File: src/rtl/ttm_pkg.sv
`default_nettype none

package ttm_pkg;

  // Machine dimensions.
  localparam int TAPE_CELLS   = 1024;
  localparam int STATE_COUNT  = 32;
  localparam int SYMBOL_COUNT = 16;
  localparam int RULE_ENTRIES = STATE_COUNT * SYMBOL_COUNT;
  localparam int TAPE_AW      = $clog2(TAPE_CELLS);
  localparam int RULE_AW      = $clog2(RULE_ENTRIES);

  // Field widths of the command and response transactions.
  localparam int OP_W     = 3;
  localparam int STATE_W  = 5;
  localparam int SYM_W    = 4;
  localparam int MOVE_W   = 2;
  localparam int HEAD_W   = 10;
  localparam int STEP_W   = 16;
  localparam int STATUS_W = 3;
  localparam int MASK_W   = 32;

  // Configuration port.
  localparam int APB_AW    = 4;
  localparam int APB_DW    = 32;
  localparam int REG_IDX_W = 2;

  localparam logic [REG_IDX_W-1:0] REG_FINAL_MASK = 2'd0;
  localparam logic [REG_IDX_W-1:0] REG_STEP_LIMIT = 2'd1;
  localparam logic [REG_IDX_W-1:0] REG_START_HEAD = 2'd2;

  localparam logic [MASK_W-1:0] FINAL_MASK_RESET = '0;
  localparam logic [STEP_W-1:0] STEP_LIMIT_RESET = 16'd10001;
  localparam logic [HEAD_W-1:0] START_HEAD_RESET = 10'd1;

  // Opcodes.
  localparam logic [OP_W-1:0] OP_LOAD_RULE  = 3'd0;
  localparam logic [OP_W-1:0] OP_WRITE_TAPE = 3'd1;
  localparam logic [OP_W-1:0] OP_READ_TAPE  = 3'd2;
  localparam logic [OP_W-1:0] OP_START      = 3'd3;
  localparam logic [OP_W-1:0] OP_STEP       = 3'd4;

  // Status codes.
  localparam logic [STATUS_W-1:0] STS_OK       = 3'd0;
  localparam logic [STATUS_W-1:0] STS_FINAL    = 3'd1;
  localparam logic [STATUS_W-1:0] STS_NO_RULE  = 3'd2;
  localparam logic [STATUS_W-1:0] STS_LIMIT    = 3'd3;
  localparam logic [STATUS_W-1:0] STS_OFF_TAPE = 3'd4;

  // Head moves.
  localparam logic [MOVE_W-1:0] MOVE_STAY  = 2'd0;
  localparam logic [MOVE_W-1:0] MOVE_RIGHT = 2'd1;
  localparam logic [MOVE_W-1:0] MOVE_LEFT  = 2'd2;

  localparam logic [SYM_W-1:0]   BLANK_SYM   = 4'd10;
  localparam logic [STATE_W-1:0] START_STATE = 5'd1;
  localparam logic [HEAD_W-1:0]  HEAD_RESET  = 10'd1;

  // Configuration register file contents.
  typedef struct packed {
    logic [MASK_W-1:0] final_mask;
    logic [STEP_W-1:0] step_limit;
    logic [HEAD_W-1:0] start_head;
  } cfg_t;

  // One rule table entry.
  typedef struct packed {
    logic               valid;
    logic [SYM_W-1:0]   write_sym;
    logic [MOVE_W-1:0]  move;
    logic [STATE_W-1:0] next_state;
  } rule_t;

  localparam int RULE_W = $bits(rule_t);

  // Memory access requests from the sequencer.
  typedef struct packed {
    logic               we;
    logic [TAPE_AW-1:0] waddr;
    logic [SYM_W-1:0]   wdata;
    logic               re;
    logic [TAPE_AW-1:0] raddr;
  } tape_req_t;

  typedef struct packed {
    logic               we;
    logic [RULE_AW-1:0] waddr;
    rule_t              wdata;
    logic               re;
    logic [RULE_AW-1:0] raddr;
  } rule_req_t;

endpackage

`default_nettype wire

File: src/rtl/ttm_regs.sv
`default_nettype none

module ttm_regs (
  input  logic                       clk_i,
  input  logic                       rst_ni,
  input  logic                       psel,
  input  logic                       penable,
  input  logic                       pwrite,
  input  logic [ttm_pkg::APB_AW-1:0] paddr,
  input  logic [ttm_pkg::APB_DW-1:0] pwdata,
  output logic [ttm_pkg::APB_DW-1:0] prdata,
  output logic                       pready,
  output ttm_pkg::cfg_t              cfg_o
);
  import ttm_pkg::*;

  cfg_t                 cfg_q, cfg_d;
  logic [REG_IDX_W-1:0] reg_idx;
  logic                 wr_en;

  assign reg_idx = paddr[APB_AW-1:2];
  assign wr_en   = psel && penable && pwrite;
  assign pready  = 1'b1;
  assign cfg_o   = cfg_q;

  // Register write decode; addresses beyond the list are dropped.
  always_comb begin
    cfg_d = cfg_q;
    if (wr_en) begin
      case (reg_idx)
        REG_FINAL_MASK: cfg_d.final_mask = pwdata[MASK_W-1:0];
        REG_STEP_LIMIT: cfg_d.step_limit = pwdata[STEP_W-1:0];
        REG_START_HEAD: cfg_d.start_head = pwdata[HEAD_W-1:0];
        default:        cfg_d = cfg_q;
      endcase
    end
  end

  // Read-back mux.
  always_comb begin
    case (reg_idx)
      REG_FINAL_MASK: prdata = APB_DW'(cfg_q.final_mask);
      REG_STEP_LIMIT: prdata = APB_DW'(cfg_q.step_limit);
      REG_START_HEAD: prdata = APB_DW'(cfg_q.start_head);
      default:        prdata = '0;
    endcase
  end

  always_ff @(posedge clk_i or negedge rst_ni) begin
    if (!rst_ni) begin
      cfg_q.final_mask <= FINAL_MASK_RESET;
      cfg_q.step_limit <= STEP_LIMIT_RESET;
      cfg_q.start_head <= START_HEAD_RESET;
    end else begin
      cfg_q <= cfg_d;
    end
  end

endmodule

`default_nettype wire

File: config.mk
export PLATFORM = sky130hd
export DESIGN_NAME = ttm_regs
export DESIGN_NICKNAME = d
export VERILOG_FILES = /design/src/rtl/ttm_pkg.sv /design/src/rtl/ttm_regs.sv
export SDC_FILE = /design/constraint.sdc
export NUM_CORES = 1
export LEC_CHECK = 0
export CELL_PAD_IN_SITES_DETAIL_PLACEMENT = 1
export CELL_PAD_IN_SITES_GLOBAL_PLACEMENT = 1
export CORE_MARGIN = 10
export CORE_UTILIZATION = 40
export CTS_CLUSTER_DIAMETER = 80
export CTS_CLUSTER_SIZE = 30
export DETAILED_ROUTE_END_ITERATION = 8
export DONT_BUFFER_PORTS = 1
export GPL_TIMING_DRIVEN = 0
export PLACE_DENSITY_LB_ADDON = 0.1
export SLEW_MARGIN = 20
export SYNTH_ARGS = -nofsm -noshare
export SYNTH_HDL_FRONTEND = slang
export SYNTH_SLANG_ARGS = --single-unit
File: constraint.sdc
create_clock -name clk_i -period 3.5 [get_ports clk_i]
set_input_delay 0.7 -clock clk_i [delete_from_list [all_inputs] [get_ports clk_i]]
set_output_delay 0.7 -clock clk_i [all_outputs]
set_load 0.05 [all_outputs]
==> impl_metrics.tcl <==
set metrics [dict create \
    endpoint_kind "output pin" \
    yosys.area.top_type "dfrtp_1" \
    fin_worst_skew_ns 0 \
    post-dp-hpwl_mm 5.68 \
    cts_tree "yes" \
    via_per_inst 5.60 \
    period_share 0.810 \
    max_freq_ghz 0.353 \
    ir_worst_vdd_mv 0.410 \
    synth_warnings 0 \
    grt_max_degree 59 \
    multi_input_area_um2 1090 \
    antenna_found_initial 0 \
    slowest_stage "and2_1" \
    maxCapViolCount 0 \
    pin_count 132 \
    synth_top_area_share 0.485 \
    cp_slowest_stage_delay_ns 0.52 \
    post_synth.cell_area_avg_um2 13.6 \
    drive_gt1_frac 0.435 \
    pwr-share-clk 0.238 \
    synth_async_sr_flop_share 1.00 \
    hold_buffers 0 \
    wl_per_cell_um 26.0 \
    numCtsBuffers 9 \
    tns_ns 0 \
    crit_family "simple AND/OR/NAND/NOR gates" \
    clock_latency_ns 0.33 \
    drv_slew 0 \
    hold_class "in2async" \
    p_leak_nw 1.28 \
    grt_first_pass_wirelength_mm 11.1 \
    powerDensity_nw_per_um2 892 \
    crit_type "in2out" \
    finalNetCount 245 \
    finalSetupViolCount 0 \
    first_pass_iters 2 \
    largest_reg_flops 58 \
    htreeDepth 3 \
    fp.coreArea_um2 6390 \
    syn_to_final_growth_pct 11.2 \
    syn_area_um2 2630 \
    rows 29 \
    die_x_um 101 \
    die_h_um 101 \
    hold_viol_final 0 \
    grt-ovfl-total 0 \
    numPortBuffers 0 \
    grt_util_all_layers 0.144 \
    initial_core_util 0.412 \
    synth_ff_type "dfrtp_1" \
    power_w 0.00261 \
    vias 1602 \
    syn-num-nets 234 \
    synth_area_leaders "dfrtp_1 48%, mux2_2 24%, dfstp_2 7.0%" \
    crit_fanout 10 \
    fill_cells 655 \
    clkTransAtPathRegs_ns 0.07 \
    cp_data_required_time_ns 2.80 \
    synth_cells 193 \
    post-cts-setup-buffers 0 \
    reg2reg_slack_ns 2.42 \
    cp.arrival_ns 2.14 \
    ys_seq_area_frac 0.554 \
    p_sw_w 0.00126 \
    synth_edf_count 0 \
    grt_pass1_vias 1823 \
    pwr-share-seq 0.597 \
    crit_buf_inv 2 \
    grt_setup_unrepaired "no" \
    place_congestion 0.684 \
    wl_mm 7.45 \
    status "completed" \
    slew_headroom 0.305 \
    switching_share 0.481 \
    die_area_um2 10200 \
    drt_iter0_markers 22 \
    cts.sinks 58 \
    synth_seq_cells 58 \
    ys_types 19 \
    drcViolationCount 0 \
    r2r-start "cfg_o[57]" \
    diodes 0 \
    clock-root-buffer "clkbuf_8" \
    cp-start-kind "primary input" \
    cp-startpoint "paddr[2]" \
    final_util 0.459 \
    p_int_w 0.00136 \
    comb_power_share 0.165 \
    regArea_um2 1460 \
    layout_min_cycle_time_ns 2.84 \
    clock_path_buffers 2 \
    cp_cell_sequence "buf_2 > nor2_1 > clkbuf_1 > and2_1" \
    worst_pin_slew_ns 1.04 \
    cts_resized 0 \
    drtAntennaViolNets 0 \
]
[final cells by class]
type	count	share of cell area
Tap cell	77	0.0329
Buffer	12	0.0290
Clock buffer	13	0.0543
Multi-Input combinational cell	123	0.372
Sequential cell	58	0.499
Clock inverter	3	0.0137
[metrics by stage]
stage,setup slack [ns],area [µm²],hold slack (ns),std cells
floorplan,0.582,2630,0.404,193
detailed placement,0.629,2730,0.406,270
finish,0.665,2930,0.0508,286
CTS,0.633,2930,0.0322,286
global route,0.513,2930,0.0254,286
global placement,0.303,2730,0.406,270
[cells in the mapped netlist (all sizes together) (2+ instances only)]
cell	instances
buf	10
dfrtp	51
dfstp	7
nor3b	2
mux2i	16
mux2	58
nand2	10
and2	16
nor2	7
o21ai	10
clkbuf	2
[worst paths after layout]
check | end | cells after the start
max | prdata[20] | 4
min | cfg_o[55] | 0
max reg2reg | cfg_o[57] | 1
min reg2reg | cfg_o[20] | 1
max in group asynchronous | cfg_o[14] | 0
min in group clk_i | cfg_o[54] | 1
[layer usage]
layer | up-vias | track usage | routed length, µm
met2 | 75 | 0.248 | 3900
li1 | 693 | - | -
met5 | - | 0 | 0
met1 | 824 | 0.141 | 2590
met4 | 0 | 0.0643 | 96
met3 | 10 | 0.0756 | 863
[cells by family after synthesis]
logic type,synth area share
AND/OR/NAND/NOR,0.0841
multiplexers,0.309
other,0.00142
flip-flops,0.554
AO/OA/AOI/OAI,0.0190
buffers and inverters,0.0323
[layout by cell type, fill, tap and decap left out, types with 2 or more instances in the layout]
cell	count
o21ai_1	10
mux2i_1	16
buf_4	6
clkbuf_1	4
dfstp_2	7
mux2_1	2
clkbuf_8	11
clkinv_2	2
and2_1	16
buf_6	2
buf_2	2
nor2_1	7
dfrtp_1	51
mux2_2	56
nand2_1	10
[power by group through the flow]
stage / clock (W) / sequential, W / combinational, W
detailed placement: 0 / 0.00158 / 0.000436
finish: 0.000623 / 0.00156 / 0.000430
global placement: 0 / 0.00157 / 0.000415
global route: 0.000680 / 0.00159 / 0.000460
floorplan: 0 / 0.00151 / 0.000387
CTS: 0.000642 / 0.00157 / 0.000438
(Power assumes the default switching activity.)
