`src/rtl/ttm_pkg.sv`:
```
`default_nettype none

package ttm_pkg;

  // Machine dimensions.
  localparam int TAPE_CELLS   = 1024;
  localparam int STATE_COUNT  = 32;
  localparam int SYMBOL_COUNT = 16;
  localparam int RULE_ENTRIES = STATE_COUNT * SYMBOL_COUNT;
  localparam int TAPE_AW      = $clog2(TAPE_CELLS);
  localparam int RULE_AW      = $clog2(RULE_ENTRIES);

  // Field widths of the command and response transactions.
  localparam int OP_W     = 3;
  localparam int STATE_W  = 5;
  localparam int SYM_W    = 4;
  localparam int MOVE_W   = 2;
  localparam int HEAD_W   = 10;
  localparam int STEP_W   = 16;
  localparam int STATUS_W = 3;
  localparam int MASK_W   = 32;

  // Configuration port.
  localparam int APB_AW    = 4;
  localparam int APB_DW    = 32;
  localparam int REG_IDX_W = 2;

  localparam logic [REG_IDX_W-1:0] REG_FINAL_MASK = 2'd0;
  localparam logic [REG_IDX_W-1:0] REG_STEP_LIMIT = 2'd1;
  localparam logic [REG_IDX_W-1:0] REG_START_HEAD = 2'd2;

  localparam logic [MASK_W-1:0] FINAL_MASK_RESET = '0;
  localparam logic [STEP_W-1:0] STEP_LIMIT_RESET = 16'd10001;
  localparam logic [HEAD_W-1:0] START_HEAD_RESET = 10'd1;

  // Opcodes.
  localparam logic [OP_W-1:0] OP_LOAD_RULE  = 3'd0;
  localparam logic [OP_W-1:0] OP_WRITE_TAPE = 3'd1;
  localparam logic [OP_W-1:0] OP_READ_TAPE  = 3'd2;
  localparam logic [OP_W-1:0] OP_START      = 3'd3;
  localparam logic [OP_W-1:0] OP_STEP       = 3'd4;

  // Status codes.
  localparam logic [STATUS_W-1:0] STS_OK       = 3'd0;
  localparam logic [STATUS_W-1:0] STS_FINAL    = 3'd1;
  localparam logic [STATUS_W-1:0] STS_NO_RULE  = 3'd2;
  localparam logic [STATUS_W-1:0] STS_LIMIT    = 3'd3;
  localparam logic [STATUS_W-1:0] STS_OFF_TAPE = 3'd4;

  // Head moves.
  localparam logic [MOVE_W-1:0] MOVE_STAY  = 2'd0;
  localparam logic [MOVE_W-1:0] MOVE_RIGHT = 2'd1;
  localparam logic [MOVE_W-1:0] MOVE_LEFT  = 2'd2;

  localparam logic [SYM_W-1:0]   BLANK_SYM   = 4'd10;
  localparam logic [STATE_W-1:0] START_STATE = 5'd1;
  localparam logic [HEAD_W-1:0]  HEAD_RESET  = 10'd1;

  // Configuration register file contents.
  typedef struct packed {
    logic [MASK_W-1:0] final_mask;
    logic [STEP_W-1:0] step_limit;
    logic [HEAD_W-1:0] start_head;
  } cfg_t;

  // One rule table entry.
  typedef struct packed {
    logic               valid;
    logic [SYM_W-1:0]   write_sym;
    logic [MOVE_W-1:0]  move;
    logic [STATE_W-1:0] next_state;
  } rule_t;

  localparam int RULE_W = $bits(rule_t);

  // Memory access requests from the sequencer.
  typedef struct packed {
    logic               we;
    logic [TAPE_AW-1:0] waddr;
    logic [SYM_W-1:0]   wdata;
    logic               re;
    logic [TAPE_AW-1:0] raddr;
  } tape_req_t;

  typedef struct packed {
    logic               we;
    logic [RULE_AW-1:0] waddr;
    rule_t              wdata;
    logic               re;
    logic [RULE_AW-1:0] raddr;
  } rule_req_t;

endpackage

`default_nettype wire

```
`src/rtl/ttm_cmd_if.sv`:
```
`default_nettype none

interface ttm_cmd_if;
  import ttm_pkg::*;

  logic               valid;
  logic               ready;
  logic [OP_W-1:0]    opcode;
  logic [STATE_W-1:0] rule_state;
  logic [SYM_W-1:0]   symbol;
  logic               rule_defined;
  logic [SYM_W-1:0]   rule_write_symbol;
  logic [MOVE_W-1:0]  rule_move;
  logic [STATE_W-1:0] rule_next_state;
  logic [HEAD_W-1:0]  tape_address;

  modport source (
    output valid, opcode, rule_state, symbol, rule_defined,
    output rule_write_symbol, rule_move, rule_next_state, tape_address,
    input  ready
  );

  modport sink (
    input  valid, opcode, rule_state, symbol, rule_defined,
    input  rule_write_symbol, rule_move, rule_next_state, tape_address,
    output ready
  );
endinterface

`default_nettype wire

```
`src/rtl/ttm_rsp_if.sv`:
```
`default_nettype none

interface ttm_rsp_if;
  import ttm_pkg::*;

  logic                valid;
  logic                ready;
  logic [STATUS_W-1:0] status;
  logic [STATE_W-1:0]  machine_state;
  logic [HEAD_W-1:0]   head_position;
  logic [SYM_W-1:0]    cell_symbol;
  logic [STEP_W-1:0]   steps_taken;

  modport source (
    output valid, status, machine_state, head_position, cell_symbol, steps_taken,
    input  ready
  );

  modport sink (
    input  valid, status, machine_state, head_position, cell_symbol, steps_taken,
    output ready
  );
endinterface

`default_nettype wire

```
`src/rtl/ttm_ctrl.sv`:
```
`default_nettype none

module ttm_ctrl (
  input  logic                         clk_i,
  input  logic                         rst_ni,
  ttm_cmd_if.sink                      cmd_i,
  ttm_rsp_if.source                    rsp_o,
  input  ttm_pkg::cfg_t                cfg_i,
  output ttm_pkg::tape_req_t           tape_req_o,
  input  logic [ttm_pkg::SYM_W-1:0]    tape_rdata_i,
  output ttm_pkg::rule_req_t           rule_req_o,
  input  ttm_pkg::rule_t               rule_rdata_i
);
  import ttm_pkg::*;

  localparam int CLEAR_COUNT = (TAPE_CELLS > RULE_ENTRIES) ? TAPE_CELLS : RULE_ENTRIES;
  localparam int CLR_W       = $clog2(CLEAR_COUNT);

  typedef enum logic [4:0] {
    S_CLEAR = 5'b00001,
    S_IDLE  = 5'b00010,
    S_EXEC  = 5'b00100,
    S_TAPE  = 5'b01000,
    S_RULE  = 5'b10000
  } fsm_e;

  typedef struct packed {
    logic [OP_W-1:0]    opcode;
    logic [STATE_W-1:0] rule_state;
    logic [SYM_W-1:0]   symbol;
    logic               rule_defined;
    logic [SYM_W-1:0]   rule_write_symbol;
    logic [MOVE_W-1:0]  rule_move;
    logic [STATE_W-1:0] rule_next_state;
    logic [HEAD_W-1:0]  tape_address;
  } cmd_t;

  fsm_e                state_q, state_d;
  logic [CLR_W-1:0]    clr_q, clr_d;
  cmd_t                cmd_q, cmd_d;
  logic [STATE_W-1:0]  cur_q, cur_d;
  logic [HEAD_W-1:0]   head_q, head_d;
  logic [STEP_W-1:0]   steps_q, steps_d;
  logic                running_q, running_d;
  logic [STATUS_W-1:0] stop_q, stop_d;
  logic [SYM_W-1:0]    rsym_q, rsym_d;
  logic                miss_q, miss_d;

  logic                rsp_valid_q, rsp_valid_d;
  logic [STATUS_W-1:0] rsp_status_q, rsp_status_d;
  logic [STATE_W-1:0]  rsp_state_q, rsp_state_d;
  logic [HEAD_W-1:0]   rsp_head_q, rsp_head_d;
  logic [SYM_W-1:0]    rsp_cell_q, rsp_cell_d;
  logic [STEP_W-1:0]   rsp_steps_q, rsp_steps_d;

  logic                out_free;
  logic                load_out;
  logic [SYM_W-1:0]    cell_c;
  logic [HEAD_W-1:0]   start_pos;
  logic                off_tape;
  logic                next_final;
  logic [STEP_W-1:0]   steps_inc;

  // Flat rule table address of a (state, symbol) pair.
  function automatic logic [RULE_AW-1:0] rule_addr(input logic [STATE_W-1:0] s,
                                                   input logic [SYM_W-1:0] y);
    logic [31:0] full;
    full = 32'(s) * 32'(SYMBOL_COUNT) + 32'(y);
    return full[RULE_AW-1:0];
  endfunction

  function automatic logic key_in_range(input logic [STATE_W-1:0] s,
                                        input logic [SYM_W-1:0] y);
    return (32'(s) < STATE_COUNT) && (32'(y) < SYMBOL_COUNT);
  endfunction

  // The output register is free when empty or being drained this cycle.
  assign out_free  = !rsp_valid_q || rsp_o.ready;
  assign start_pos = (32'(cfg_i.start_head) < TAPE_CELLS) ?
                     cfg_i.start_head : HEAD_W'(TAPE_CELLS - 1);
  assign off_tape  = ((rule_rdata_i.move == MOVE_RIGHT) &&
                      (32'(head_q) + 32'd1 >= TAPE_CELLS)) ||
                     ((rule_rdata_i.move == MOVE_LEFT) && (head_q == '0));
  assign next_final = (32'(rule_rdata_i.next_state) < MASK_W) &&
                      cfg_i.final_mask[rule_rdata_i.next_state];
  assign steps_inc  = steps_q + STEP_W'(1);

  assign cmd_i.ready         = (state_q == S_IDLE);
  assign rsp_o.valid         = rsp_valid_q;
  assign rsp_o.status        = rsp_status_q;
  assign rsp_o.machine_state = rsp_state_q;
  assign rsp_o.head_position = rsp_head_q;
  assign rsp_o.cell_symbol   = rsp_cell_q;
  assign rsp_o.steps_taken   = rsp_steps_q;

  // Sequencer: a step reads tape, then rule table, then writes back.
  always_comb begin
    state_d    = state_q;
    clr_d      = clr_q;
    cmd_d      = cmd_q;
    cur_d      = cur_q;
    head_d     = head_q;
    steps_d    = steps_q;
    running_d  = running_q;
    stop_d     = stop_q;
    rsym_d     = rsym_q;
    miss_d     = miss_q;
    tape_req_o = '0;
    rule_req_o = '0;
    load_out   = 1'b0;
    cell_c     = '0;

    case (state_q)
      // Sweep both memories to their reset contents.
      S_CLEAR: begin
        tape_req_o.we    = (32'(clr_q) < TAPE_CELLS);
        tape_req_o.waddr = clr_q[TAPE_AW-1:0];
        tape_req_o.wdata = BLANK_SYM;
        rule_req_o.we    = (32'(clr_q) < RULE_ENTRIES);
        rule_req_o.waddr = clr_q[RULE_AW-1:0];
        rule_req_o.wdata = '0;
        if (clr_q == CLR_W'(CLEAR_COUNT - 1)) begin
          state_d = S_IDLE;
        end else begin
          clr_d = clr_q + CLR_W'(1);
        end
      end

      // Take a command and start a tape read for it.
      S_IDLE: begin
        if (cmd_i.valid) begin
          cmd_d.opcode            = cmd_i.opcode;
          cmd_d.rule_state        = cmd_i.rule_state;
          cmd_d.symbol            = cmd_i.symbol;
          cmd_d.rule_defined      = cmd_i.rule_defined;
          cmd_d.rule_write_symbol = cmd_i.rule_write_symbol;
          cmd_d.rule_move         = cmd_i.rule_move;
          cmd_d.rule_next_state   = cmd_i.rule_next_state;
          cmd_d.tape_address      = cmd_i.tape_address;
          tape_req_o.re           = 1'b1;
          case (cmd_i.opcode)
            OP_READ_TAPE: tape_req_o.raddr = cmd_i.tape_address[TAPE_AW-1:0];
            OP_START:     tape_req_o.raddr = start_pos[TAPE_AW-1:0];
            default:      tape_req_o.raddr = head_q[TAPE_AW-1:0];
          endcase
          if (cmd_i.opcode inside {OP_READ_TAPE, OP_START, OP_STEP}) begin
            state_d = S_TAPE;
          end else begin
            state_d = S_EXEC;
          end
        end
      end

      // Commands that need no tape read data.
      S_EXEC: begin
        if (out_free) begin
          case (cmd_q.opcode)
            OP_LOAD_RULE: begin
              if (key_in_range(cmd_q.rule_state, cmd_q.symbol)) begin
                rule_req_o.we    = 1'b1;
                rule_req_o.waddr = rule_addr(cmd_q.rule_state, cmd_q.symbol);
                if (cmd_q.rule_defined) begin
                  rule_req_o.wdata.valid      = 1'b1;
                  rule_req_o.wdata.write_sym  = cmd_q.rule_write_symbol;
                  rule_req_o.wdata.move       = cmd_q.rule_move;
                  rule_req_o.wdata.next_state = cmd_q.rule_next_state;
                end
              end
            end
            OP_WRITE_TAPE: begin
              tape_req_o.we    = (32'(cmd_q.tape_address) < TAPE_CELLS);
              tape_req_o.waddr = cmd_q.tape_address[TAPE_AW-1:0];
              tape_req_o.wdata = cmd_q.symbol;
              cell_c           = cmd_q.symbol;
            end
            default: cell_c = '0;
          endcase
          load_out = 1'b1;
          state_d  = S_IDLE;
        end
      end

      // Tape data is here.
      S_TAPE: begin
        case (cmd_q.opcode)
          OP_READ_TAPE: begin
            if (out_free) begin
              cell_c   = (32'(cmd_q.tape_address) < TAPE_CELLS) ? tape_rdata_i : BLANK_SYM;
              load_out = 1'b1;
              state_d  = S_IDLE;
            end
          end
          OP_START: begin
            if (out_free) begin
              running_d = 1'b1;
              stop_d    = STS_OK;
              cur_d     = START_STATE;
              head_d    = start_pos;
              steps_d   = '0;
              cell_c    = tape_rdata_i;
              load_out  = 1'b1;
              state_d   = S_IDLE;
            end
          end
          OP_STEP: begin
            if (!running_q || (steps_q >= cfg_i.step_limit)) begin
              if (out_free) begin
                if (running_q) begin
                  running_d = 1'b0;
                  stop_d    = STS_LIMIT;
                end
                cell_c   = tape_rdata_i;
                load_out = 1'b1;
                state_d  = S_IDLE;
              end
            end else begin
              rsym_d           = tape_rdata_i;
              miss_d           = !key_in_range(cur_q, tape_rdata_i);
              rule_req_o.re    = 1'b1;
              rule_req_o.raddr = rule_addr(cur_q, tape_rdata_i);
              state_d          = S_RULE;
            end
          end
          default: begin
            load_out = 1'b1;
            state_d  = S_IDLE;
          end
        endcase
      end

      // Rule entry is here: apply it or stop the run.
      S_RULE: begin
        if (out_free) begin
          if (miss_q || !rule_rdata_i.valid) begin
            running_d = 1'b0;
            stop_d    = STS_NO_RULE;
            cell_c    = rsym_q;
          end else if (off_tape) begin
            running_d = 1'b0;
            stop_d    = STS_OFF_TAPE;
            cell_c    = rsym_q;
          end else begin
            tape_req_o.we    = 1'b1;
            tape_req_o.waddr = head_q[TAPE_AW-1:0];
            tape_req_o.wdata = rule_rdata_i.write_sym;
            cur_d            = rule_rdata_i.next_state;
            if (rule_rdata_i.move == MOVE_RIGHT) begin
              head_d = head_q + HEAD_W'(1);
            end else if (rule_rdata_i.move == MOVE_LEFT) begin
              head_d = head_q - HEAD_W'(1);
            end
            steps_d = steps_inc;
            if (next_final) begin
              running_d = 1'b0;
              stop_d    = STS_FINAL;
            end else if (steps_inc >= cfg_i.step_limit) begin
              running_d = 1'b0;
              stop_d    = STS_LIMIT;
            end
            cell_c = rule_rdata_i.write_sym;
          end
          load_out = 1'b1;
          state_d  = S_IDLE;
        end
      end

      default: state_d = S_IDLE;
    endcase
  end

  // Output register: holds a response until it is taken.
  always_comb begin
    rsp_valid_d  = rsp_valid_q && !rsp_o.ready;
    rsp_status_d = rsp_status_q;
    rsp_state_d  = rsp_state_q;
    rsp_head_d   = rsp_head_q;
    rsp_cell_d   = rsp_cell_q;
    rsp_steps_d  = rsp_steps_q;
    if (load_out) begin
      rsp_valid_d  = 1'b1;
      rsp_status_d = stop_d;
      rsp_state_d  = cur_d;
      rsp_head_d   = head_d;
      rsp_cell_d   = cell_c;
      rsp_steps_d  = steps_d;
    end
  end

  always_ff @(posedge clk_i or negedge rst_ni) begin
    if (!rst_ni) begin
      state_q     <= S_CLEAR;
      clr_q       <= '0;
      cur_q       <= START_STATE;
      head_q      <= HEAD_RESET;
      steps_q     <= '0;
      running_q   <= 1'b0;
      stop_q      <= STS_OK;
      rsp_valid_q <= 1'b0;
    end else begin
      state_q     <= state_d;
      clr_q       <= clr_d;
      cur_q       <= cur_d;
      head_q      <= head_d;
      steps_q     <= steps_d;
      running_q   <= running_d;
      stop_q      <= stop_d;
      rsp_valid_q <= rsp_valid_d;
    end
  end

  // Payload registers.
  always_ff @(posedge clk_i) begin
    cmd_q        <= cmd_d;
    rsym_q       <= rsym_d;
    miss_q       <= miss_d;
    rsp_status_q <= rsp_status_d;
    rsp_state_q  <= rsp_state_d;
    rsp_head_q   <= rsp_head_d;
    rsp_cell_q   <= rsp_cell_d;
    rsp_steps_q  <= rsp_steps_d;
  end

endmodule

`default_nettype wire

```
`src/flat_wrapper.sv`:
```
// flat-port wrapper written by rule: the top's interface ports become plain ports
module ttm_ctrl_flat import ttm_pkg::*;
  (clk_i, rst_ni, cfg_i, tape_req_o, tape_rdata_i, rule_req_o, rule_rdata_i, cmd_i_valid, cmd_i_opcode, cmd_i_rule_state, cmd_i_symbol, cmd_i_rule_defined, cmd_i_rule_write_symbol, cmd_i_rule_move, cmd_i_rule_next_state, cmd_i_tape_address, cmd_i_ready, rsp_o_valid, rsp_o_status, rsp_o_machine_state, rsp_o_head_position, rsp_o_cell_symbol, rsp_o_steps_taken, rsp_o_ready);
  ttm_cmd_if cmd_i_i ();
  ttm_rsp_if rsp_o_i ();
  input  logic clk_i;
  input  logic rst_ni;
  input  ttm_pkg::cfg_t cfg_i;
  output ttm_pkg::tape_req_t tape_req_o;
  input  logic [ttm_pkg::SYM_W-1:0] tape_rdata_i;
  output ttm_pkg::rule_req_t rule_req_o;
  input  ttm_pkg::rule_t rule_rdata_i;
  input wire logic [$bits(cmd_i_i.valid)-1:0] cmd_i_valid;
  input wire logic [$bits(cmd_i_i.opcode)-1:0] cmd_i_opcode;
  input wire logic [$bits(cmd_i_i.rule_state)-1:0] cmd_i_rule_state;
  input wire logic [$bits(cmd_i_i.symbol)-1:0] cmd_i_symbol;
  input wire logic [$bits(cmd_i_i.rule_defined)-1:0] cmd_i_rule_defined;
  input wire logic [$bits(cmd_i_i.rule_write_symbol)-1:0] cmd_i_rule_write_symbol;
  input wire logic [$bits(cmd_i_i.rule_move)-1:0] cmd_i_rule_move;
  input wire logic [$bits(cmd_i_i.rule_next_state)-1:0] cmd_i_rule_next_state;
  input wire logic [$bits(cmd_i_i.tape_address)-1:0] cmd_i_tape_address;
  output wire logic [$bits(cmd_i_i.ready)-1:0] cmd_i_ready;
  output wire logic [$bits(rsp_o_i.valid)-1:0] rsp_o_valid;
  output wire logic [$bits(rsp_o_i.status)-1:0] rsp_o_status;
  output wire logic [$bits(rsp_o_i.machine_state)-1:0] rsp_o_machine_state;
  output wire logic [$bits(rsp_o_i.head_position)-1:0] rsp_o_head_position;
  output wire logic [$bits(rsp_o_i.cell_symbol)-1:0] rsp_o_cell_symbol;
  output wire logic [$bits(rsp_o_i.steps_taken)-1:0] rsp_o_steps_taken;
  input wire logic [$bits(rsp_o_i.ready)-1:0] rsp_o_ready;
  assign cmd_i_i.valid = cmd_i_valid;
  assign cmd_i_i.opcode = cmd_i_opcode;
  assign cmd_i_i.rule_state = cmd_i_rule_state;
  assign cmd_i_i.symbol = cmd_i_symbol;
  assign cmd_i_i.rule_defined = cmd_i_rule_defined;
  assign cmd_i_i.rule_write_symbol = cmd_i_rule_write_symbol;
  assign cmd_i_i.rule_move = cmd_i_rule_move;
  assign cmd_i_i.rule_next_state = cmd_i_rule_next_state;
  assign cmd_i_i.tape_address = cmd_i_tape_address;
  assign cmd_i_ready = cmd_i_i.ready;
  assign rsp_o_valid = rsp_o_i.valid;
  assign rsp_o_status = rsp_o_i.status;
  assign rsp_o_machine_state = rsp_o_i.machine_state;
  assign rsp_o_head_position = rsp_o_i.head_position;
  assign rsp_o_cell_symbol = rsp_o_i.cell_symbol;
  assign rsp_o_steps_taken = rsp_o_i.steps_taken;
  assign rsp_o_i.ready = rsp_o_ready;
  ttm_ctrl u_core (.clk_i(clk_i), .rst_ni(rst_ni), .cmd_i(cmd_i_i), .rsp_o(rsp_o_i), .cfg_i(cfg_i), .tape_req_o(tape_req_o), .tape_rdata_i(tape_rdata_i), .rule_req_o(rule_req_o), .rule_rdata_i(rule_rdata_i));
endmodule
```
`config.mk`:
```
export PLATFORM = sky130hd
export DESIGN_NAME = ttm_ctrl_flat
export DESIGN_NICKNAME = d
export VERILOG_FILES = /design/src/rtl/ttm_pkg.sv /design/src/rtl/ttm_cmd_if.sv /design/src/rtl/ttm_rsp_if.sv /design/src/rtl/ttm_ctrl.sv /design/src/flat_wrapper.sv
export SDC_FILE = /design/constraint.sdc
export NUM_CORES = 1
export LEC_CHECK = 0
export BUFFER_PORTS_ARGS = -buffer_cell sky130_fd_sc_hd__buf_2
export CORE_UTILIZATION = 40
export CTS_BUF_LIST = sky130_fd_sc_hd__clkbuf_16
export CTS_CLUSTER_DIAMETER = 200
export DETAILED_ROUTE_END_ITERATION = 10
export HOLD_SLACK_MARGIN = 0.12
export PLACE_DENSITY = 0.69
export SLEW_MARGIN = 40
export SYNTH_ARGS = -nofsm -noshare
export SYNTH_HDL_FRONTEND = slang
export SYNTH_SLANG_ARGS = --single-unit
```
`constraint.sdc`:
```
create_clock -name clk_i -period 3.9 [get_ports clk_i]
set_input_delay 0.39 -clock clk_i [delete_from_list [all_inputs] [get_ports clk_i]]
set_output_delay 0.39 -clock clk_i [all_outputs]
set_load 0.005 [all_outputs]
```
==> results of run 1 <==
## logic make-up after synthesis
logic type / count (synthesis) / share of synthesized area
xor gates and xnor gates: 21 / 0.0257
AOI/OAI and AO/OA: 158 / 0.157
DFF: 127 / 0.498
adders and majority gates: 36 / 0.0630
muxes: 27 / 0.0380
buffers and inverters: 73 / 0.0436
and+or+nand+nor: 237 / 0.174
## layout make-up
class / instances / area share
clock inverters: 15 / 0.0216
inverters: 40 / 0.0164
clock buffers: 17 / 0.0465
repair buffers: 229 / 0.134
diodes: 1 / 0.000273
flip-flops and latches: 127 / 0.389
multi-input cells: 479 / 0.361
well taps: 225 / 0.0308
## sequential cells by signal, summed over array words and instances, names as in the netlist, 3 cells and up
| register | flops |
|---|---|
| u_core.cmd_q | 34 |
| u_core.rsp_o.steps_taken | 16 |
| u_core.steps_q | 16 |
| u_core.clr_q | 10 |
| u_core.head_q | 10 |
| u_core.rsp_o.head_position | 10 |
| u_core.cur_q | 5 |
| u_core.rsp_o.machine_state | 5 |
| u_core.state_q | 5 |
| u_core.rsp_o.cell_symbol | 4 |
| u_core.rsym_q | 4 |
| u_core.rsp_o.status | 3 |
| u_core.stop_q | 3 |
## synth_stat cells (4+ instances only)
library cell / number / area share
sky130_fd_sc_hd__o21ai_0: 33 / 0.023
sky130_fd_sc_hd__clkbuf_1: 27 / 0.014
sky130_fd_sc_hd__and2_1: 15 / 0.013
sky130_fd_sc_hd__nand4_1: 15 / 0.013
sky130_fd_sc_hd__a21oi_1: 22 / 0.015
sky130_fd_sc_hd__ha_1: 36 / 0.063
sky130_fd_sc_hd__or3_1: 5 / 0.0044
sky130_fd_sc_hd__inv_1: 40 / 0.021
sky130_fd_sc_hd__o211ai_1: 7 / 0.0074
sky130_fd_sc_hd__o31ai_1: 8 / 0.0084
sky130_fd_sc_hd__mux2i_1: 26 / 0.036
sky130_fd_sc_hd__nor2b_1: 7 / 0.0061
sky130_fd_sc_hd__xnor2_1: 10 / 0.012
sky130_fd_sc_hd__and3_1: 26 / 0.023
sky130_fd_sc_hd__nor3b_1: 9 / 0.0095
sky130_fd_sc_hd__nand2_1: 61 / 0.032
sky130_fd_sc_hd__nand3_1: 29 / 0.020
sky130_fd_sc_hd__a222oi_1: 10 / 0.014
sky130_fd_sc_hd__a221o_1: 4 / 0.0056
sky130_fd_sc_hd__buf_6: 5 / 0.0079
sky130_fd_sc_hd__dfrtp_1: 48 / 0.17
sky130_fd_sc_hd__a31oi_1: 7 / 0.0061
sky130_fd_sc_hd__a21o_1: 5 / 0.0053
sky130_fd_sc_hd__nor3_1: 13 / 0.0091
sky130_fd_sc_hd__a221oi_1: 5 / 0.0061
sky130_fd_sc_hd__xor2_1: 11 / 0.013
sky130_fd_sc_hd__a22o_1: 12 / 0.015
sky130_fd_sc_hd__nor2_1: 35 / 0.018
sky130_fd_sc_hd__nand2b_1: 4 / 0.0035
sky130_fd_sc_hd__a32oi_1: 6 / 0.0074
sky130_fd_sc_hd__and4_1: 4 / 0.0049
sky130_fd_sc_hd__a211oi_1: 15 / 0.016
sky130_fd_sc_hd__edfxtp_1: 76 / 0.32
## worst max path at each step
stage	start	endpoint	slack [ns]	cells after the start
after floorplan	u_core.steps_q[0]	u_core.rsp_o.cell_symbol[0]	0.75	9
after global placement	u_core.steps_q[0]	u_core.rsp_o.status[0]	0.49	14
after detailed placement	u_core.steps_q[0]	u_core.rsp_o.status[0]	0.35	14
after CTS	u_core.head_q[3]	tape_req_o[19]	0.14	7
after global routing	u_core.head_q[3]	tape_req_o[17]	0.03	7
final	u_core.head_q[3]	tape_req_o[19]	0.14	7
## power by group through the flow
stage          combinational [mW]  sequential [mW]  clock [mW]
6_report                    0.658             1.81        1.67
5_1_grt                     0.730             1.83        1.76
4_1_cts                     0.659             1.81        1.70
3_5_place_dp                0.653             1.83           0
3_3_place_gp                0.645             1.82           0
2_1_floorplan               0.373             1.78           0
## per-layer routing
metal  GRT usage  vias up  wire length (um)
met5           0        -                 0
met4       0.102        0               481
met3      0.0498       40              1250
met2       0.365      253              9620
met1       0.273     2939              8510
li1            -     3020                 -
## repair_timing
| item | 4_1_cts | 5_1_grt |
|---|---|---|
| resized for setup | 0 | 1 |
| endpoints found under the hold margin | 22 | 5 |
| setup buffers | 0 | 0 |
| hold buffers | 1 | 5 |
| endpoints found under the setup margin | 0 | 2 |
## stage by stage
stage | area [um2] | instances | utilization | setup slack, ns | hold WS, ns
after global routing | 9150 | 1132 | 0.527 | 0.0295 | 0.122
after detailed placement | 8460 | 1094 | 0.487 | 0.354 | 0.441
after CTS | 9090 | 1127 | 0.524 | 0.142 | 0.121
after global placement | 8450 | 1094 | 0.487 | 0.491 | 0.441
after floorplan | 7150 | 679 | - | 0.750 | 0.0944
final | 9150 | 1133 | 0.527 | 0.140 | 0.137
==> Flow_metrics.wiki, run 1 <==
{| class="wikitable"
! Metric !! Value
|-
| Highest achievable clock rate || 266 MHz
|-
| Power density normalized to cell area || between 400 and 500 nW/um2
|-
| Insertion delay of the later-clocked pin in the worst-skew pair || between 0.4 and 0.5 ns
|-
| Top cell family by delay on the critical path || simple AND/OR/NAND/NOR gates
|-
| Share of layout cells above drive strength 1 || 0.299
|-
| Sw Share || 0.285
|-
| Final number of hold-violating endpoints || 0
|-
| Remaining global-route overflow || 0
|-
| End of the worst register-to-register path || u_core.rsp_o.status[0]
|-
| Final HPWL DP || 14700 um
|-
| Number of max-capacitance violations reported || 0
|-
| Number of design-rule violations left by the first detailed-router iteration || 430
|-
| Worst reg-to-reg path cell count || 14
|-
| DR WL/cell || around 18 um
|-
| Post-Synthesis Mean Instance Area || approximately 11 um2
|-
| Critical Path Start Type || register
|-
| Root buffer cell || sky130_fd_sc_hd__clkbuf_16
|-
| Chip width || 136 um
|-
| Number of endpoints failing setup at the final stage || 0
|-
| Cell with the largest stage delay on the worst path || sky130_fd_sc_hd__or4_4
|-
| Number of nets produced by synthesis || 827
|-
| Num CTS Buffers || 17
|-
| Via count of the first global-routing pass || 5974
|-
| Total Negative Setup Slacks || 0 ns
|-
| Area Overhead vs Synth || 28.0%
|-
| Required time of the critical path || 3.51 ns
|-
| Clock slew at the register clock pins of the worst setup and hold paths || 0.07 ns
|-
| Vias || 6252
|-
| Classification of the worst setup path || register to primary output
|-
| Combinational group share of total power || 0.159
|-
| Number of buffer and inverter stages on the critical path || 2
|-
| Die Span Y || about 140 um
|-
| CTS max path bufs || 2
|-
| CTS sink cnt || 127
|-
| Commonest non-fill, non-tap cell in the layout || sky130_fd_sc_hd__buf_2
|-
| Crit path capture type || primary output
|-
| Flops & latches, synth || 127
|-
| CP arrival || between 3 and 4 ns
|-
| Largest net degree at the start of global routing || 38
|-
| DRT antenna net count || 0
|-
| Hold endpoint || u_core.cmd_q[27]
|-
| Internal power || 2.96 mW
|-
| Final worst-path cycle share || 0.964
|-
| DRC viols || 0
|-
| Count of pins over their slew limit || 0
|-
| Static power due to leakage || 4.38 nW
|-
| Weighted congestion at the end of routability-driven global placement || 0.886
|-
| Status || complete, no violations
|-
| Reg-to-reg startpoint || u_core.steps_q[0]
|-
| Sequential standard cell area || 3560 um2
|-
| Sequential share of power || 0.437
|-
| Port bufs || between 200 and 250
|-
| Combined area of the multi-input logic cells || 3310 um2
|-
| Die Area || around 18000 um2
|-
| Worst Min Path Start || cmd_i_rule_state[1]
|-
| Unrepaired setup endpoints after global routing || false
|-
| Synth Cell Area || slightly above 7000 um2
|-
| Classification of the worst-slack hold path || input pin to register
|-
| Number of warnings issued by yosys || 0
|-
| TritonCTS clock tree || yes
|-
| Layout filler cell count || 1580
|-
| Router iterations before antenna repair || 6
|-
| Proportion of synthesized chip area in sequential cells || 0.498
|-
| Final #Nets || approximately 1000
|-
| Number of placement rows || 48
|-
| Initial antenna violation count || 0
|-
| Crit path max fanout || 37
|-
| Main flop type after synthesis || sky130_fd_sc_hd__edfxtp_1
|-
| Hold path depth || 1
|-
| Number of instances in the synthesized netlist || 679
|-
| Maximum VDD drop || roughly 0.00032 V
|-
| Series of cell instances along the critical path || or4_4 -> or4_1 -> and4_4 -> and2_4 -> a222oi_1 -> inv_1 -> buf_2
|-
| Setup slack on the worst flop-to-flop path || roughly 0.4 ns
|-
| Slew @ Worst Pin || 0.768 ns
|-
| I/O pin count || 210
|-
| Area of the core region || 17400 um2
|-
| Post-synth EDFFs || 76
|-
| Worst clock skew on the final layout || 0.0112 ns
|-
| H-tree Lvls || 4
|-
| Post-route total power || between 4 and 5 mW
|-
| First-pass GRT wire length || about 31000 um
|-
| Net switching power || approximately 1.2 mW
|-
| Final min period || around 3.8 ns
|-
| Number of unique standard cell types used by synthesis || 61
|-
| Global-route total usage across every layer || 0.221
|-
| Peak per-stage delay on the critical path || about 0.6 ns
|-
| Relative slew slack || 0.488
|-
| Most frequent cells in the layout || 209 x sky130_fd_sc_hd__buf_2, 76 x sky130_fd_sc_hd__edfxtp_1, 59 x sky130_fd_sc_hd__nand2_1, 48 x sky130_fd_sc_hd__dfrtp_1, 40 x sky130_fd_sc_hd__inv_1
|-
| Share of power burned in the clock network || 0.404
|-
| Async set-reset flop share out of synthesis || 0.402
|-
| Via-per-instance ratio || 5.52
|-
| Initial Utilization || 0.412
|-
| DRT Wirelength || 19900 um
|}
Power figures use the tool's default switching activity.
==> inputs of run 2 (changes only) <==
Settings changed: CORE_UTILIZATION 40 to 33, PLACE_DENSITY 0.69 to 0.6.
==> run 2 against run 1 <==
Effect of this change:
- fmax grew 2.8%
- largest cell class unchanged
- non-clock buffer count grew 17
- power grew 1.9%
- sequential power is essentially flat
- final cell count grew 5.9%
- global-route usage shrank 2.8 points
- critical path depth is the same
- critical endpoint unchanged
- core utilization shrank 8.4 points
- critical path type unchanged
==> Flow_metrics.wiki, run 2 (synthesis results as in run 1) <==
{| class="wikitable"
! Metric !! Value
|-
| Number of max-capacitance violations reported || 0 (unchanged)
|-
| Static power due to leakage || 4.48 nW (+2.1%)
|-
| Crit path max fanout || 19 (-49%)
|-
| Max reg flops || 34 (unchanged)
|-
| Clock slew at the register clock pins of the worst setup and hold paths || 0.06 ns (about the same)
|-
| Post-route total power || 4.22 mW (+1.9%)
|-
| Sequential share of power || 0.428 (-0.009)
|-
| Number of endpoints failing setup at the final stage || 0 (unchanged)
|-
| Initial Utilization || 0.338 (-0.0739)
|-
| Sw Share || 0.281 (-0.00387)
|-
| Share of power burned in the clock network || 0.407 (+0.003)
|-
| Number of placement rows || 53 (+10%)
|-
| Highest achievable clock rate || 273 MHz (+2.8%)
|-
| Worst clock skew on the final layout || 0.0114 ns (+0.000141 ns)
|-
| Share of layout cells above drive strength 1 || 0.297 (-0.00149)
|-
| Top cell family by delay on the critical path || simple AND/OR/NAND/NOR gates
|-
| Series of cell instances along the critical path || or4_4 -> or4_1 -> and4_4 -> and2_4 -> a222oi_1 -> inv_1 -> buf_2
|-
| Worst slack after detailed placement || 0.288 ns (-0.0661 ns)
|-
| Classification of the worst setup path || register to primary output
|-
| Initial antenna violation count || 1 (+1)
|-
| Global-route total usage across every layer || 0.193 (-0.0279)
|-
| Final worst hold slack || 0.137 ns (+0.000614 ns)
|-
| Most frequent cells in the layout || 208 x sky130_fd_sc_hd__buf_2, 76 x sky130_fd_sc_hd__edfxtp_1, 59 x sky130_fd_sc_hd__nand2_1, 48 x sky130_fd_sc_hd__dfrtp_1, 41 x sky130_fd_sc_hd__inv_1
|-
| Unrepaired setup endpoints after global routing || false
|-
| Root buffer cell || sky130_fd_sc_hd__clkbuf_16
|-
| Port bufs || 209 (unchanged)
|-
| Area Overhead vs Synth || 31.2%
|-
| Final min period || 3.66 ns (-0.104 ns)
|-
| Power density normalized to cell area || 450 nW/um2 (-0.57%)
|-
| Combinational group share of total power || 0.165 (+0.006)
|-
| CTS sink cnt || 127 (unchanged)
|-
| Critical Path Start || u_core.head_q[3]
|-
| Commonest non-fill, non-tap cell in the layout || sky130_fd_sc_hd__buf_2
|-
| First-pass GRT wire length || 32700 um (+6.2%)
|-
| Final instance area || 9380 um2 (+2.4%)
|-
| Chip width || 149 um (+9.9%)
|-
| Diode insertion count for antenna repair || 0 (-1)
|-
| Number of placed instances, taps included || 1149 (+5.0%)
|-
| Crit path capture type || primary output
|-
| Worst reg-to-reg path cell count || 14 (unchanged)
|-
| Total Negative Setup Slacks || 0 ns (unchanged)
|-
| CTS max path bufs || 2 (unchanged)
|-
| Required time of the critical path || 3.51 ns (about the same)
|-
| H-tree Lvls || 4 (unchanged)
|-
| I/O pin count || 210 (unchanged)
|-
| Classification of the worst-slack hold path || input pin to register
|-
| Remaining global-route overflow || 0 (unchanged)
|-
| Setup slack on the worst flop-to-flop path || 0.36 ns (-0.05 ns)
|-
| Reg-to-reg startpoint || u_core.steps_q[0]
|-
| Core utilization of the finished layout || 0.443 (-0.0841)
|-
| Final number of hold-violating endpoints || 0 (unchanged)
|-
| Net switching power || 1.19 mW (+0.48%)
|-
| DR WL/cell || 17.7 um (+0.78%)
|-
| Via count of the first global-routing pass || 6046 (+1.2%)
|-
| Die Area || 22300 um2 (+21%)
|-
| DRT Wirelength || 21200 um (+6.7%)
|-
| CP arrival || 3.27 ns (-0.10 ns)
|-
| TritonCTS clock tree || yes
|-
| DRC viols || 0 (unchanged)
|-
| Number of design-rule violations left by the first detailed-router iteration || 410 (-4.7%)
|-
| Hold path depth || 1 (unchanged)
|-
| Internal power || 3.03 mW (+2.4%)
|-
| Final worst-path cycle share || 0.938 (-0.0266)
|-
| Insertion delay of the later-clocked pin in the worst-skew pair || 0.43 ns (about the same)
|-
| Weighted congestion at the end of routability-driven global placement || 0.853 (-3.8%)
|-
| Cell with the largest stage delay on the worst path || sky130_fd_sc_hd__or4_4
|-
| DRT antenna net count || 0 (unchanged)
|-
| Post-CTS Setup Inserts || 0 (unchanged)
|-
| Largest reg by FF count || u_core.cmd_q
|-
| Maximum VDD drop || 0.000283 V (-13%)
|-
| Via-per-instance ratio || 5.30 (-4.0%)
|-
| Router iterations before antenna repair || 8 (+2)
|-
| End of the worst register-to-register path || u_core.rsp_o.status[0]
|-
| Count of pins over their slew limit || 0 (unchanged)
|-
| Total placed instance area || 8550 um2 (+1.1%)
|-
| Worst Min Path Start || cmd_i_rule_state[2]
|-
| Die Span Y || 149 um (+9.9%)
|-
| Critical Path Start Type || register
|-
| Final Worst Setup Slack || 0.243 ns (+0.104 ns)
|-
| Slew @ Worst Pin || 0.788 ns (+0.0200 ns)
|-
| Num CTS Buffers || 17 (unchanged)
|-
| Largest net degree at the start of global routing || 38 (unchanged)
|-
| Final #Nets || 1060 (+1.7%)
|-
| Peak per-stage delay on the critical path || 0.61 ns (about the same)
|-
| Area of the core region || 21200 um2 (+22%)
|-
| Number of buffer and inverter stages on the critical path || 2 (unchanged)
|-
| Vias || 6354 (+1.6%)
|-
| Relative slew slack || 0.474 (-0.0139)
|-
| Number of standard cells in the final layout excluding fillers || 1200 (+5.9%)
|-
| Status || complete, no violations
|-
| Hold endpoint || u_core.cmd_q[28]
|-
| Final HPWL DP || 15400 um (+4.9%)
|}
run 2: cell types whose count changed in the layout (fill, tap and decap cells not counted), sizes merged, moves of 2 or more:
cell,before,now
clkinv,2,4
inv,48,46
buf,223,228
dlygate4sd3,6,18
run 2: worst max path at each step:
stage | cells after the start | slack (ns) | end
floorplan | 9 | 0.75 | u_core.rsp_o.cell_symbol[0]
finish | 7 | 0.24 | tape_req_o[19]
detailed placement | 14 | 0.29 | u_core.rsp_o.status[0]
global placement | 14 | 0.44 | u_core.rsp_o.status[0]
global route | 15 | 0.02 | u_core.rsp_o.status[0]
CTS | 7 | 0.14 | tape_req_o[19]
run 2: final cells by class:
type	count	area, um2
Multi-Input combinational cell	480	3310
Clock inverter	15	209
Clock buffer	17	425
Tap cell	275	344
Inverter	40	150
Sequential cell	127	3560
Timing Repair Buffer	246	1370
Fill cell	2029	11800
run 2: power by group through the flow:
stage | Combinational, mW | Sequential [mW] | Clock (mW)
floorplan | 0.373 | 1.78 | 0
global placement | 0.674 | 1.83 | 0
detailed placement | 0.683 | 1.83 | 0
CTS | 0.702 | 1.80 | 1.75
global route | 0.774 | 1.83 | 1.80
finish | 0.696 | 1.80 | 1.72
run 2: worst register-to-register path, stage by stage, from the launching register on:
cell and delay, ns:
sky130_fd_sc_hd__dfrtp_1 0.42, sky130_fd_sc_hd__ha_1 0.23, sky130_fd_sc_hd__and3_1 0.23, sky130_fd_sc_hd__nand3_1 0.23, sky130_fd_sc_hd__nor3_1 0.40, sky130_fd_sc_hd__and3_1 0.24
sky130_fd_sc_hd__xor2_1 0.18, sky130_fd_sc_hd__ha_1 0.26, sky130_fd_sc_hd__o21ai_0 0.14, sky130_fd_sc_hd__nor2_1 0.06, sky130_fd_sc_hd__nor3_1 0.18, sky130_fd_sc_hd__nor3b_2 0.27
sky130_fd_sc_hd__inv_1 0.12, sky130_fd_sc_hd__nor3b_1 0.19, sky130_fd_sc_hd__o32ai_1 0.11
run 2: repair_timing:
item | CTS | global route
hold buffers | 18 | 0
gates resized for setup | 0 | 1
endpoints found under the hold margin | 50 | 0
endpoints found under the setup margin | 0 | 5
run 2: routing by layer:
| layer | vias up | track usage | share of wire |
|---|---|---|---|
| met1 | 2993 | 0.255 | 0.43 |
| met4 | 0 | 0.0561 | 0.016 |
| met2 | 285 | 0.311 | 0.47 |
| met3 | 27 | 0.0480 | 0.083 |
| li1 | 3049 | - | - |
| met5 | - | 0 | 0 |
==> inputs of run 3 (changes only) <==
Settings changed: ABC_AREA set to 1, PLACE_DENSITY 0.6 to 0.59.
==> run 3 against run 2 <==
Effect of this change:
- first-iteration DRC count increased by 49%
- register-to-register slack improved by 0.26 ns
- critical path type is now register to register
- sequential power increased by 14%
- largest cell class is now multi-input gates
- synthesized cell count increased by 40%
- largest power group unchanged
- final cell count increased by 26%
- worst hold slack improved by 0.0035 ns
- non-clock buffer count decreased by 1
- die area increased by 8.1%
- combinational power increased by 110%
- clock-buffer cell count unchanged
- clock power decreased by 5%
==> Flow_metrics.wiki, run 3 <==
{| class="wikitable"
! Metric !! Value
|-
| Remaining global-route overflow || 0 (unchanged)
|-
| Slew @ Worst Pin || 0.785 ns (-0.00303 ns)
|-
| Clock slew at the register clock pins of the worst setup and hold paths || 0.07 ns (about the same)
|-
| Number of nets produced by synthesis || 1098 (+33%)
|-
| Maximum VDD drop || 0.000272 V (-3.8%)
|-
| Number of design-rule violations left by the first detailed-router iteration || 611 (+49%)
|-
| Synth Cell Area || 7730 um2 (+8.2%)
|-
| Relative slew slack || 0.474 (about the same)
|-
| Hold Buf Count CTS || 20 (+2)
|-
| Final HPWL DP || 17900 um (+16%)
|-
| TritonCTS clock tree || yes
|-
| Critical Path Start Type || register
|-
| Via-per-instance ratio || 4.88 (-7.8%)
|-
| Count of pins over their slew limit || 0 (unchanged)
|-
| Number of standard cells in the final layout excluding fillers || 1517 (+26%)
|-
| Post-synth EDFFs || 76 (unchanged)
|-
| Cell with the largest stage delay on the worst path || sky130_fd_sc_hd__dfrtp_1
|-
| Setup slack on the worst flop-to-flop path || 0.62 ns (+0.26 ns)
|-
| I/O pin count || 210 (unchanged)
|-
| Final number of hold-violating endpoints || 0 (unchanged)
|-
| Most numerous cell in the Yosys netlist || sky130_fd_sc_hd__nand2_1
|-
| Proportion of synthesized chip area in sequential cells || 0.461 (-0.0377)
|-
| End point of the critical path || u_core.rsp_o.status[0]
|-
| Number of placement rows || 55 (+3.8%)
|-
| Core utilization of the finished layout || 0.439 (-0.00435)
|-
| Final min period || 3.28 ns (-0.375 ns)
|-
| Required time of the critical path || 4.07 ns (+0.56 ns)
|-
| Number of cells upsized or downsized after cts || 0 (unchanged)
|-
| Number of placed instances, taps included || 1461 (+27%)
|-
| End of the worst register-to-register path || u_core.rsp_o.status[0]
|-
| Main flop type after synthesis || sky130_fd_sc_hd__edfxtp_1
|-
| DRT Wirelength || 24000 um (+13%)
|-
| Post-CTS Setup Inserts || 0 (unchanged)
|-
| Total placed instance area || 9170 um2 (+7.3%)
|-
| Power density normalized to cell area || 516 nW/um2 (+15%)
|-
| Final #Nets || 1338 (+26%)
|-
| Classification of the worst-slack hold path || input pin to register
|-
| Largest net degree at the start of global routing || 35 (-7.9%)
|-
| Crit path max fanout || 8 (-11)
|-
| Commonest non-fill, non-tap cell in the layout || sky130_fd_sc_hd__nand2_1
|-
| Cells taking the most area after synthesis || sky130_fd_sc_hd__edfxtp_1 30%, sky130_fd_sc_hd__dfrtp_1 16%, sky130_fd_sc_hd__nand2_1 13%
|-
| Max reg flops || 34 (unchanged)
|-
| Router iterations before antenna repair || 5 (-3)
|-
| Weighted congestion at the end of routability-driven global placement || 0.879 (+3.0%)
|-
| Highest achievable clock rate || 305 MHz (+11%)
|-
| Peak per-stage delay on the critical path || 0.49 ns (-0.12 ns)
|-
| Number of endpoints failing setup at the final stage || 0 (unchanged)
|-
| Top-area cell type share of the netlist area || 0.295 (-0.0241)
|-
| CTS max path bufs || 2 (unchanged)
|-
| Number of buffer and inverter stages on the critical path || 0 (-2)
|-
| Initial Utilization || 0.339 (+0.00156)
|-
| Num CTS Buffers || 17 (unchanged)
|-
| Area of the core region || 22800 um2 (+7.7%)
|-
| Number of unique standard cell types used by synthesis || 46 (-25%)
|-
| Crit path capture type || register
|-
| Share of layout cells above drive strength 1 || 0.249 (-0.0479)
|-
| Most frequent cell on the critical path || sky130_fd_sc_hd__nand2_1
|-
| Largest reg by FF count || u_core.cmd_q
|-
| Most frequent cells in the layout || 260 x sky130_fd_sc_hd__nand2_1, 209 x sky130_fd_sc_hd__buf_2, 113 x sky130_fd_sc_hd__inv_1, 76 x sky130_fd_sc_hd__edfxtp_1, 75 x sky130_fd_sc_hd__nor2_1
|-
| Die Span Y || 155 um (+4.0%)
|-
| Root buffer cell || sky130_fd_sc_hd__clkbuf_16
|-
| Unrepaired setup endpoints after global routing || false
|-
| Total Negative Setup Slacks || 0 ns (unchanged)
|-
| Levels on crit path || 18 (+11)
|-
| Post-Synthesis Mean Instance Area || 8.14 um2 (-23%)
|-
| Synth area leader || sky130_fd_sc_hd__edfxtp_1
|-
| Worst clock skew on the final layout || 0.0100 ns (-0.00132 ns)
|-
| Classification of the worst setup path || register to register
|-
| Number of warnings issued by yosys || 0 (unchanged)
|-
| Worst reg-to-reg path cell count || 18 (+4)
|-
| Die Area || 24000 um2 (+8.1%)
|-
| DR WL/cell || 15.8 um (-11%)
|-
| Chip width || 155 um (+4.0%)
|-
| Via count of the first global-routing pass || 7097 (+17%)
|-
| DRT antenna net count || 0 (unchanged)
|-
| CP arrival || 3.45 ns (+0.18 ns)
|-
| First-pass GRT wire length || 37300 um (+14%)
|-
| Series of cell instances along the critical path || ha_1 -> nand2_1 -> nor2_2 -> nand3_2 -> nor2_2 -> nand3_2 -> nor2_4 -> nand2_1 -> xor2_1 -> ha_1 -> nand2_1 -> nor2_1 -> a21oi_1 -> nand2_1 -> nor2_1 -> nand2_1 -> nand2_1 -> nand3_1
|-
| Area Overhead vs Synth || 29.3%
|-
| Initial antenna violation count || 1 (unchanged)
|-
| Insertion delay of the later-clocked pin in the worst-skew pair || 0.44 ns (about the same)
|-
| Final instance area || 10000 um2 (+6.6%)
|-
| DRC viols || 0 (unchanged)
|-
| CTS sink cnt || 127 (unchanged)
|-
| Top cell family by delay on the critical path || simple AND/OR/NAND/NOR gates
|-
| Static power due to leakage || 4.86 nW (+8.7%)
|-
| Final worst-path cycle share || 0.842 (-0.0961)
|-
| Number of instances in the synthesized netlist || 950 (+40%)
|-
| Async set-reset flop share out of synthesis || 0.402 (unchanged)
|-
| Critical Path Start || u_core.steps_q[0]
|-
| Number of max-capacitance violations reported || 0 (unchanged)
|-
| Reg-to-reg startpoint || u_core.steps_q[0]
|-
| H-tree Lvls || 4 (unchanged)
|-
| Flops & latches, synth || 127 (unchanged)
|-
| Global-route total usage across every layer || 0.205 (+0.0118)
|-
| Status || complete, no violations
|-
| Port bufs || 209 (unchanged)
|-
| Cell types with the highest counts after synthesis || 260 x sky130_fd_sc_hd__nand2_1, 113 x sky130_fd_sc_hd__inv_1, 76 x sky130_fd_sc_hd__edfxtp_1, 76 x sky130_fd_sc_hd__nor2_1, 67 x sky130_fd_sc_hd__nand3_1
|-
| Vias || 7406 (+17%)
|}
-- run 3: changes by cell type in the layout (fill, tap and decap cells not counted), sizes merged, moves of 17 or more --
cell,before,now
a21oi,22,41
and2,17,0
and3,26,0
inv,46,140
mux2i,26,0
nand2,61,262
nand3,29,70
nor2,35,83
-- run 3: kinds of logic after synthesis --
group | share of synthesized area
AO/OA/AOI/OAI | 0.109
buffers and inverters | 0.0790
flip-flops | 0.461
AND/OR/NAND/NOR | 0.272
XOR/XNOR | 0.0215
adder cells (fa/ha/maj) | 0.0583
-- run 3: how the worst min path moves through the flow --
stage	cells after the start	end	slack, ns	from
after floorplan	0	u_core.clr_q[0]	0.09	rst_ni
after global placement	1	u_core.rsp_o.valid	0.43	rst_ni
after detailed placement	1	u_core.rsp_o.valid	0.43	rst_ni
after CTS	1	u_core.cmd_q[23]	0.12	cmd_i_symbol[1]
after global routing	1	u_core.cmd_q[6]	0.12	cmd_i_tape_address[6]
final	1	u_core.cmd_q[6]	0.14	cmd_i_tape_address[6]
-- run 3: through the flow --
stage / hold WS, ns / setup WS (ns) / total power [mW]
6_report: 0.141 / 0.618 / 5.16
5_1_grt: 0.124 / 0.315 / 5.48
4_1_cts: 0.120 / 0.663 / 5.18
3_5_place_dp: 0.434 / 0.682 / 3.53
3_3_place_gp: 0.429 / 0.824 / 3.51
2_1_floorplan: 0.0944 / 0.710 / 2.96
-- run 3: area by class of cell --
type / instances / area [um2]
inverter: 133 / 499
fill: 2287 / 12800
clock inverter: 15 / 168
multi-input combinational: 666 / 3570
clock buffer: 17 / 425
antenna: 1 / 2.50
tap: 313 / 392
timing repair buffer: 245 / 1370
sequential: 127 / 3560
-- run 3: report_power, final --
part	internal [mW]	total, mW	switching, mW
Combinational	0.509	1.48	0.966
Sequential	1.83	2.06	0.226
Clock	0.911	1.63	0.716
-- run 3: layer usage --
| metal | track usage | wire, um | up-vias |
|---|---|---|---|
| li1 | - | - | 3673 |
| met1 | 0.265 | 10700 | 3431 |
| met4 | 0.0750 | 599 | 0 |
| met5 | 0 | 0 | - |
| met2 | 0.338 | 11400 | 259 |
| met3 | 0.0407 | 1320 | 43 |
-- run 3: worst reg2reg max path, cell delays in order, from the launching register on --
cell and delay, ns:
sky130_fd_sc_hd__dfrtp_1 0.49, sky130_fd_sc_hd__ha_1 0.27, sky130_fd_sc_hd__nand2_1 0.08, sky130_fd_sc_hd__nor2_2 0.18
sky130_fd_sc_hd__nand3_2 0.14, sky130_fd_sc_hd__nor2_2 0.17, sky130_fd_sc_hd__nand3_2 0.14, sky130_fd_sc_hd__nor2_4 0.17
sky130_fd_sc_hd__nand2_1 0.11, sky130_fd_sc_hd__xor2_1 0.15, sky130_fd_sc_hd__ha_1 0.29, sky130_fd_sc_hd__nand2_1 0.09
sky130_fd_sc_hd__nor2_1 0.05, sky130_fd_sc_hd__a21oi_1 0.18, sky130_fd_sc_hd__nand2_1 0.08, sky130_fd_sc_hd__nor2_1 0.19
sky130_fd_sc_hd__nand2_1 0.08, sky130_fd_sc_hd__nand2_1 0.06, sky130_fd_sc_hd__nand3_1 0.10
